## src/cdqb_pkg.sv

```systemverilog
// Shared types and constants for the circular deque buffer.
`default_nettype none
package cdqb_pkg;

   localparam int unsigned DEPTH  = 16;
   localparam int unsigned IDX_W  = (DEPTH > 1) ? $clog2(DEPTH) : 1;
   localparam int unsigned CNT_W  = $clog2(DEPTH + 1);
   localparam int unsigned SUM_W  = IDX_W + 1;
   localparam int unsigned CAP_W  = 5;
   localparam int unsigned CMP_W  = (CNT_W > CAP_W) ? CNT_W : CAP_W;
   localparam int unsigned DATA_W = 32;
   localparam int unsigned CMD_W  = 3;

   localparam logic [CAP_W-1:0]  CAP_RESET  = CAP_W'(16);
   localparam logic [DATA_W-1:0] EMPTY_ITEM = '1;

   localparam logic [CMD_W-1:0] CMD_QUERY     = 3'd0;
   localparam logic [CMD_W-1:0] CMD_INS_FRONT = 3'd1;
   localparam logic [CMD_W-1:0] CMD_INS_REAR  = 3'd2;
   localparam logic [CMD_W-1:0] CMD_DEL_FRONT = 3'd3;
   localparam logic [CMD_W-1:0] CMD_DEL_REAR  = 3'd4;

   typedef enum logic [2:0] {
      ST_IDLE = 3'b001,
      ST_READ = 3'b010,
      ST_LOAD = 3'b100
   } state_type;

endpackage
`default_nettype wire

```

## src/circular_deque_buffer_unit.sv

```systemverilog
// Circular deque buffer: ring store, head/count pointers and response register.
// Sequence: the pointer update and write, the synchronous two-port read of front and
//   rear, and the response load run in turn; the load waits while rsp_stall holds a
//   valid response, and req_stall refuses a new transaction until the load is done.
// Reset: synchronous, active high; head and count clear, capacity returns to 16,
//   ring store contents are left as they are (unwritten slots are never presented).
`default_nettype none
module circular_deque_buffer_unit (
   input  wire                                  clock,
   input  wire                                  reset,
   input  wire                                  req_valid,
   output logic                                 req_stall,
   input  wire  [cdqb_pkg::CMD_W-1:0]           req_command,
   input  wire  signed [cdqb_pkg::DATA_W-1:0]   req_item_value,
   output logic                                 rsp_valid,
   input  wire                                  rsp_stall,
   output logic                                 rsp_ok,
   output logic signed [cdqb_pkg::DATA_W-1:0]   rsp_front_item,
   output logic signed [cdqb_pkg::DATA_W-1:0]   rsp_rear_item,
   output logic                                 rsp_is_empty,
   output logic                                 rsp_is_full,
   input  wire                                  csr_wr_en,
   input  wire  [cdqb_pkg::CAP_W-1:0]           csr_wr_data
);

   localparam int unsigned IDX_W  = cdqb_pkg::IDX_W;
   localparam int unsigned CNT_W  = cdqb_pkg::CNT_W;
   localparam int unsigned SUM_W  = cdqb_pkg::SUM_W;
   localparam int unsigned CMP_W  = cdqb_pkg::CMP_W;
   localparam int unsigned DATA_W = cdqb_pkg::DATA_W;
   localparam int unsigned DEPTH  = cdqb_pkg::DEPTH;

   cdqb_pkg::state_type state_ff, state_in;

   logic [DATA_W-1:0]           ring_store_ff [DEPTH];
   logic [DATA_W-1:0]           rd_front_ff, rd_rear_ff;
   logic [IDX_W-1:0]            head_ff, head_in;
   logic [CNT_W-1:0]            count_ff, count_in;
   logic [cdqb_pkg::CAP_W-1:0]  capacity_ff;
   logic                        ok_ff, ok_in;

   logic                        rsp_valid_ff;
   logic                        rsp_ok_ff, rsp_empty_ff, rsp_full_ff;
   logic [DATA_W-1:0]           rsp_front_ff, rsp_rear_ff;

   logic                        accept, mem_we, full, empty, rsp_load;
   logic [IDX_W-1:0]            wr_addr, head_inc, head_dec, tail_idx, rear_idx;
   logic [CMP_W-1:0]            cap_ext, eff_cap;
   logic [SUM_W-1:0]            tail_sum, rear_sum;

   // effective capacity: zero acts as one, above DEPTH clamps to DEPTH
   always_comb begin
      cap_ext = CMP_W'(capacity_ff);
      if (cap_ext == '0) begin
         eff_cap = CMP_W'(1);
      end else if (cap_ext > CMP_W'(DEPTH)) begin
         eff_cap = CMP_W'(DEPTH);
      end else begin
         eff_cap = cap_ext;
      end
   end

   assign full  = CMP_W'(count_ff) >= eff_cap;
   assign empty = count_ff == '0;

   assign head_inc = (head_ff == IDX_W'(DEPTH - 1)) ? '0 : IDX_W'(head_ff + 1'b1);
   assign head_dec = (head_ff == '0) ? IDX_W'(DEPTH - 1) : IDX_W'(head_ff - 1'b1);

   // slot after the rear: head + count, wrapped once
   assign tail_sum = SUM_W'(head_ff) + SUM_W'(count_ff);
   assign tail_idx = (tail_sum >= SUM_W'(DEPTH)) ? IDX_W'(tail_sum - SUM_W'(DEPTH))
                                                 : IDX_W'(tail_sum);
   // rear slot; an empty deque reads the head slot and the data is discarded
   assign rear_sum = empty ? SUM_W'(head_ff) : SUM_W'(tail_sum - 1'b1);
   assign rear_idx = (rear_sum >= SUM_W'(DEPTH)) ? IDX_W'(rear_sum - SUM_W'(DEPTH))
                                                 : IDX_W'(rear_sum);

   assign req_stall = state_ff != cdqb_pkg::ST_IDLE;
   assign accept    = req_valid && !req_stall;
   assign rsp_load  = (state_ff == cdqb_pkg::ST_LOAD) && (!rsp_valid_ff || !rsp_stall);

   always_comb begin
      head_in  = head_ff;
      count_in = count_ff;
      ok_in    = ok_ff;
      mem_we   = 1'b0;
      wr_addr  = tail_idx;
      if (accept) begin
         ok_in = 1'b1;
         case (req_command)
            cdqb_pkg::CMD_INS_FRONT: begin
               if (full) begin
                  ok_in = 1'b0;
               end else begin
                  head_in  = head_dec;
                  wr_addr  = head_dec;
                  mem_we   = 1'b1;
                  count_in = CNT_W'(count_ff + 1'b1);
               end
            end
            cdqb_pkg::CMD_INS_REAR: begin
               if (full) begin
                  ok_in = 1'b0;
               end else begin
                  mem_we   = 1'b1;
                  count_in = CNT_W'(count_ff + 1'b1);
               end
            end
            cdqb_pkg::CMD_DEL_FRONT: begin
               if (empty) begin
                  ok_in = 1'b0;
               end else begin
                  head_in  = head_inc;
                  count_in = CNT_W'(count_ff - 1'b1);
               end
            end
            cdqb_pkg::CMD_DEL_REAR: begin
               if (empty) begin
                  ok_in = 1'b0;
               end else begin
                  count_in = CNT_W'(count_ff - 1'b1);
               end
            end
            default: begin
               // query and unknown codes leave head and count alone and report ok
            end
         endcase
      end
   end

   always_comb begin
      state_in = state_ff;
      case (state_ff)
         cdqb_pkg::ST_IDLE: begin
            if (accept) state_in = cdqb_pkg::ST_READ;
         end
         cdqb_pkg::ST_READ: begin
            state_in = cdqb_pkg::ST_LOAD;
         end
         cdqb_pkg::ST_LOAD: begin
            if (rsp_load) state_in = cdqb_pkg::ST_IDLE;
         end
         default: begin
            state_in = cdqb_pkg::ST_IDLE;
         end
      endcase
   end

   always_ff @(posedge clock) begin
      if (reset) begin
         state_ff     <= cdqb_pkg::ST_IDLE;
         head_ff      <= '0;
         count_ff     <= '0;
         capacity_ff  <= cdqb_pkg::CAP_RESET;
         ok_ff        <= 1'b0;
         rsp_valid_ff <= 1'b0;
      end else begin
         state_ff <= state_in;
         head_ff  <= head_in;
         count_ff <= count_in;
         ok_ff    <= ok_in;
         if (csr_wr_en) capacity_ff <= csr_wr_data;
         if (rsp_load) begin
            rsp_valid_ff <= 1'b1;
         end else if (!rsp_stall) begin
            rsp_valid_ff <= 1'b0;
         end
      end
   end

   // ring store: write on an accepted insert that finds room, read both ends in the cycle after
   always_ff @(posedge clock) begin
      if (mem_we) ring_store_ff[wr_addr] <= req_item_value;
   end

   always_ff @(posedge clock) begin
      if (state_ff == cdqb_pkg::ST_READ) begin
         rd_front_ff <= ring_store_ff[head_ff];
         rd_rear_ff  <= ring_store_ff[rear_idx];
      end
   end

   always_ff @(posedge clock) begin
      if (rsp_load) begin
         rsp_ok_ff    <= ok_ff;
         rsp_empty_ff <= empty;
         rsp_full_ff  <= full;
         rsp_front_ff <= empty ? cdqb_pkg::EMPTY_ITEM : rd_front_ff;
         rsp_rear_ff  <= empty ? cdqb_pkg::EMPTY_ITEM : rd_rear_ff;
      end
   end

   assign rsp_valid      = rsp_valid_ff;
   assign rsp_ok         = rsp_ok_ff;
   assign rsp_front_item = rsp_front_ff;
   assign rsp_rear_item  = rsp_rear_ff;
   assign rsp_is_empty   = rsp_empty_ff;
   assign rsp_is_full    = rsp_full_ff;

`ifndef ASSERT_OFF
   a_count_bound: assert property (@(posedge clock) disable iff (reset)
      CNT_W'(DEPTH) >= count_ff)
      else $error("item count above depth");

   a_read_then_load: assert property (@(posedge clock) disable iff (reset)
      (state_ff == cdqb_pkg::ST_READ) |=> (state_ff == cdqb_pkg::ST_LOAD))
      else $error("read phase not followed by load");

   a_rsp_from_load: assert property (@(posedge clock) disable iff (reset)
      $rose(rsp_valid_ff) |-> $past(state_ff == cdqb_pkg::ST_LOAD))
      else $error("response raised outside load phase");

   a_empty_items: assert property (@(posedge clock) disable iff (reset)
      (rsp_valid_ff && rsp_empty_ff) |->
         (rsp_front_ff == cdqb_pkg::EMPTY_ITEM) && (rsp_rear_ff == cdqb_pkg::EMPTY_ITEM))
      else $error("empty response carries stale items");
`endif

endmodule
`default_nettype wire
```

## config.mk

```make
export PLATFORM = sky130hd
export DESIGN_NAME = circular_deque_buffer_unit
export DESIGN_NICKNAME = d
export VERILOG_FILES = /design/src/cdqb_pkg.sv /design/src/circular_deque_buffer_unit.sv
export SDC_FILE = /design/constraint.sdc
export NUM_CORES = 1
export LEC_CHECK = 0
export ABC_CLOCK_PERIOD_IN_PS = 17450
export BUFFER_PORTS_ARGS = -buffer_cell sky130_fd_sc_hd__buf_2
export CAP_MARGIN = 10
export CORE_ASPECT_RATIO = 1.4
export CORE_UTILIZATION = 45
export DETAILED_ROUTE_END_ITERATION = 10
export SYNTH_ARGS = -nofsm -noshare
export SYNTH_HDL_FRONTEND = slang
export SYNTH_SLANG_ARGS = --single-unit
```

## constraint.sdc

```tcl
create_clock -name clock -period 17.45 [get_ports clock]
set_input_delay 3.49 -clock clock [delete_from_list [all_inputs] [get_ports clock]]
set_output_delay 3.49 -clock clock [all_outputs]
set_load 0.005 [all_outputs]
```

=== After elaboration in Yosys (flattened, before gate mapping) ===
Memories as Yosys holds them, arrays and structs flattened. A register that Yosys moved wholly into a read port is not among the register bits.
Cells that the tools add are included.

* Register bits after elaboration: 86
* Bits in writable memories: 512
* Input bits: 45
* Output and inout bits: 69
* Word-level logic and storage cells: 84
* Memories: 1

* Add/subtract/negate cells: 8
* $lt $le $gt $ge: 4
* Eq/ne operators: 16
* Muxes and demuxes: 28
* Reduce and logical (&&, ||, !) cells: 16

{| class="wikitable"
|+ Memories
! name !! depth !! bits a word !! rd ports !! clocked after memory_dff !! write ports !! line !! text
|-
| ring_store_ff || 16 || 32 || 2 || 2 || 1 || circular_deque_buffer_unit.sv:35 || <nowiki>logic [DATA_W-1:0] ring_store_ff [DEPTH];</nowiki>
|}

{| class="wikitable"
|+ Operators with widths
! kind !! number
|-
| $mux 4 || 9
|-
| $mux 5 || 5
|-
| $ne 2x2->1 const B || 6
|-
| $sub 4x1->4 const B || 3
|-
| $ge 5x5->1 const B || 2
|-
| $logic_not 5->1 || 2
|-
| $pmux 5 s2 || 1
|-
| $sub 5x1->5 const B || 2
|-
| $eq 3x2->1 const B || 3
|-
| $pmux 3 s3 || 1
|-
| $mux 1 || 8
|-
| $pmux 4 s2 || 1
|-
| $reduce_and 4->1 || 2
|-
| $eq 3x1->1 const B || 2
|-
| $eq 3x3->1 const B || 2
|-
| $mux 3 || 2
|-
| $add 4x5->5 || 1
|-
| $add 5x1->5 const B || 1
|-
| $ge 5x5->1 || 1
|-
| $gt 5x5->1 const B || 1
|-
| $add 4x1->4 const B || 1
|-
| $eq 4x4->1 const B || 1
|-
| $logic_not 4->1 || 1
|-
| $reduce_bool 2->1 || 2
|-
| 8 further kinds || 12
|}

=== Longest topological paths before layout ===
* Depth after elaboration: 9
* Depth in mapped cells: 11
* Depth with buffers taken out: 11

=== Least setup slack after synthesis ===
No wires, ideal clock.

* Path kind: input to register
* From: in rsp_stall
* To: reg rsp_front_ff[0], in the netlist rsp_front_item[0] (enable)
* Library setup time: 0.514 ns
* Arrival time: 6.764 ns
* Required time: 16.936 ns
* Slack: 10.172 ns
* Stages: 1
* Path buffers: 0
* Cells stage by stage: a21oi_1

* Cells in the longest elaborated chain, start to end: 3

{| class="wikitable"
|+ Ends and longest elaborated chain
! element !! line !! text
|-
| from (decl) || circular_deque_buffer_unit.sv:16 || <nowiki>input wire rsp_stall,</nowiki>
|-
| $logic_not 1->1 || -- ||
|-
| $logic_or 1x1->1 || circular_deque_buffer_unit.sv:80 || <nowiki>assign rsp_load = (state_ff == cdqb_pkg::ST_LOAD) && (!rsp_valid_ff || !rsp_stall);</nowiki>
|-
| $logic_and 1x1->1 || circular_deque_buffer_unit.sv:80 ||
|-
| to (signal assigned) || circular_deque_buffer_unit.sv:188 || <nowiki>rsp_front_ff <= empty ? cdqb_pkg::EMPTY_ITEM : rd_front_ff;</nowiki>
|-
| to (decl) || circular_deque_buffer_unit.sv:44 || <nowiki>logic [DATA_W-1:0] rsp_front_ff, rsp_rear_ff;</nowiki>
|}

Every way passes these cells.
A chain may end at the register's enable or synchronous reset.

=== Worst setup path after layout ===
* From: in req_valid
* To: mem ring_store_ff[4][20] (enable)

* Cells in the longest elaborated chain, start to end: 4
* Elaborated cells between the ends (all ways): 5
* Those cells by class: mux: 4; reduce/logical: 1

{| class="wikitable"
|+ Ends and longest elaborated chain
! element !! line !! text
|-
| from (decl) || circular_deque_buffer_unit.sv:11 || <nowiki>input wire req_valid,</nowiki>
|-
| $logic_and 1x1->1 * || circular_deque_buffer_unit.sv:79 || <nowiki>assign accept = req_valid && !req_stall;</nowiki>
|-
| $mux 1 || circular_deque_buffer_unit.sv:88 || <nowiki>if (accept) begin</nowiki>
|-
| $mux 1 || circular_deque_buffer_unit.sv:173 || <nowiki>if (mem_we) ring_store_ff[wr_addr] <= req_item_value;</nowiki>
|-
| $mux 1 (not written as such) || circular_deque_buffer_unit.sv:173 ||
|-
| to (decl) || circular_deque_buffer_unit.sv:35 ||
|}

Mark *: on every way between the ends. The rest lies on a longest branch, timed or not.

==> impl_results.md <==
* Fin. Hold Viols at 0
* Antenna violations before repair at 1
* Initial Util at 45.72%
* Clock share of power at 39.0%
* Hold path start: ok_ff
* Remaining routing DRC violations at 0
* I/O Buffers at 113
* Max Slew Vio Count at 0
* Clock transition at the registers of the reported paths at 60 ps
* Post-CTS Setup Bufs at 0
* Hpwl dp at 38.29 mm
* Endpoints failing setup at 0
* RR Endpoint: rd_rear_ff[19]
* WP buf/inv at 1
* Core area at 0.06455 sq mm
* H-tree Lvls at 3
* CP max stage cell: a2111oi_2
* Gpl congestion at 0.7816
* CP arrival at 6610 ps
* Hold Crit Class: register to register
* Mapped cell area at 0.02951 sq mm
* Hold endpoint: rsp_ok
* Slew margin rel. at 23.76%
* Commonest non-fill, non-tap cell in the layout: edfxtp_1
* Slew at the pin closest to its max-slew limit at 1144 ps
* Most frequent cells in the layout: edfxtp_1 (643), mux4_2 (269), buf_2 (113), mux2i_1 (100), nand2b_1 (70)
* Final non-filler cell total at 2421
* Comb pwr share at 12.8%
* Ys async rst share at 0%
* Min Tclk post-route at 6401 ps
* FF+latch count, synth at 662
* Switching Share at 23.56%
* Synthesized net count at 1471
* FF-to-FF setup slack at 12040 ps
* Worst Skew at 21.19 ps
* Pwr dens at 111.2 mW/mm^2
* Fmax at 156.2 MHz
* Die area at 0.06663 sq mm
* Number of nets in the layout at 1591
* Final ANT Viol Nets at 0
* Hold_buf cts at 0
* PostCTS Resize Cnt at 0
* Reg2Reg Depth at 10
* Post-synth EDFFs at 643
* Iter 0 DRT Violations at 1380
* Net Switching at 867.4 uW
* Yosys cell types at 48
* First-pass GRT wire length at 102.5 mm
* Die height at 305.0 um
* Post-Place Cells at 2300
* Final critical-path share of the clock period at 36.68%
* Top Ports at 114
* Synth-to-Final Area Change at 12.18%
* P_int at 2814 uW
* Run status: finished clean
* Layout cells sized above 1 at 33.80%
* Overall routing resource usage at 21.15%
* DR vias at 14720
* Detailed Routing Iterations Pass 1 at 5
* Setup TNS at 0 ps
* CTS Buffer Depth at 3
* WL/cell at 28.16 um
* Data required, critical path at 17660 ps
* Root buffer cell: clkbuf_16
* Max FO, Critical Path at 32
* Gr ovfl total at 0
* DIE WIDTH at 218.4 um
* Peak VDD IR at 0.06460 mV
* Sequential share of the synthesized area at 66.71%
* CP top delay family: compound AO/OA/AOI/OAI gates
* Num rows at 110
* Worst-path cell chain: buf_2 -> nand3_1 -> a2111oi_2 -> nor2_1 -> a21oi_1 -> and2_2
* CTS tree: yes
* Main synth FF type: edfxtp_1
* Part of the power in registers at 48.2%
* Max_cap viols at 0
* Vias in the first global route at 15738
* Synth warn at 0
* Clock Sinks at 662
* Lkg Pwr at 0.01070 uW
* Crit end category: register
* # fillers at 5124
* Avg Vias per Cell at 6.080
* Final WL at 68.18 mm
* Crit-path max cell delay at 1100 ps
* Element type at the critical path start: primary input
* CP Class: primary input to register
* Worst r2r src: head_ff[0]
* Worst-skew pair later-pin latency at 610 ps
* CTS Buf Count at 67
* Synth Instances at 1409
* Mapped Avg Cell Area at 20.95 sq um
* Setup repair after global routing missed its margin: false
* Largest net degree at the start of global routing at 106
* Worst Hold Depth at 0
==> routing by layer <==
| layer | vias up | part of all wire, % | global-route usage (%) |
|---|---|---|---|
| met4 | 0 | 2.2 | 7.042 |
| met1 | 7930 | 40 | 27.35 |
| met3 | 89 | 4.7 | 2.854 |
| li1 | 6224 | - | - |
| met5 | - | 0 | 0 |
| met2 | 477 | 53 | 36.59 |
==> registers in the layout, indices dropped and copies added, names as in the netlist <==
register and cells:
ring_store_ff 512, rd_front_ff 32, rd_rear_ff 32, rsp_front_item 32
rsp_rear_item 32, cap_ext 5, count_ff 5, head_ff 4
state_ff 3, ok_ff 1, rsp_is_empty 1, rsp_is_full 1
rsp_ok 1, rsp_valid 1
==> cell families (layout without fill, tap and decap cells) <==
| logic type | Yosys count | in the layout | share of synthesized area, % |
|---|---|---|---|
| AO/OA/AOI/OAI | 72 | 72 | 1.535 |
| adder cells (fa/ha/maj) | 17 | 17 | 0.7716 |
| XOR/XNOR | 10 | 10 | 0.2968 |
| multiplexers | 388 | 388 | 25.61 |
| AND/OR/NAND/NOR | 154 | 154 | 2.828 |
| flip-flops | 662 | 662 | 66.71 |
| buffers and inverters | 106 | 277 | 2.247 |
| other | 0 | 1 | 0 |
==> through the flow <==
| stage | power [uW] | instance area [sq um] | util (%) | setup slack, ps | hold WS (ps) |
|---|---|---|---|---|---|
| finish | 3682 | 33110 | 51.29 | 11050 | 437.3 |
| detailed placement | 2291 | 30950 | 47.95 | 10360 | 423.3 |
| floorplan | 2176 | 29510 | - | 10170 | 408.1 |
| global placement | 2289 | 30950 | 47.95 | 10480 | 428.8 |
| global route | 3809 | 33110 | 51.29 | 10740 | 443.5 |
| CTS | 3725 | 33110 | 51.29 | 11010 | 436.7 |
==> cell usage after synthesis (all sizes together), types with 7 or more instances <==
cell,count,area [sq um]
nand2b,70,437.9
nor3,12,60.06
xnor2,7,61.31
edfxtp,643,19310
dfxtp,19,380.4
ha,15,187.7
mux2i,100,1001
nand2,19,71.32
a21o,8,60.06
buf,60,486.7
a21oi,27,135.1
mux4,288,6558
nand3,12,60.06
nor2,25,93.84
o21ai,13,68.82
inv,14,52.55
clkbuf,32,123.9
==> power by group through the flow <==
stage,combinational [uW],clock [uW],sequential (uW)
global placement,481,0,1810
finish,473,1430,1770
detailed placement,482,0,1810
CTS,485,1470,1770
floorplan,370,0,1810
global route,510,1520,1780
==> worst max path at each step <==
stage | to | from | cells after the start | slack [ps]
floorplan | rsp_front_item[0] | rsp_stall | 1 | 10170
global placement | ring_store_ff[6][21] | req_valid | 6 | 10480
detailed placement | ring_store_ff[4][20] | req_valid | 6 | 10360
CTS | ring_store_ff[4][16] | req_valid | 6 | 11010
global route | ring_store_ff[4][16] | req_valid | 6 | 10740
finish | ring_store_ff[4][20] | req_valid | 6 | 11050
==> worst reg2reg max path, stage by stage, from the launching register on <==
cell and delay (ps):
dfxtp_4 690, ha_1 300, fa_1 510, inv_1 170, ha_1 280, a21oi_4 510, buf_4 830, buf_4 970
mux4_2 440, mux2i_1 280, mux2i_1 150
==> layout make-up <==
cell class	instances	area, sq um	area share, %
clock inverters	36	370.4	1.119
well taps	840	1051	3.174
multi-input cells	641	9335	28.20
repair buffers	143	815.8	2.464
flip-flops and latches	662	19700	59.49
diodes	1	2.502	0.007558
clock buffers	84	1783	5.385
inverters	14	52.55	0.1587
Power figures use the tool's default switching activity.
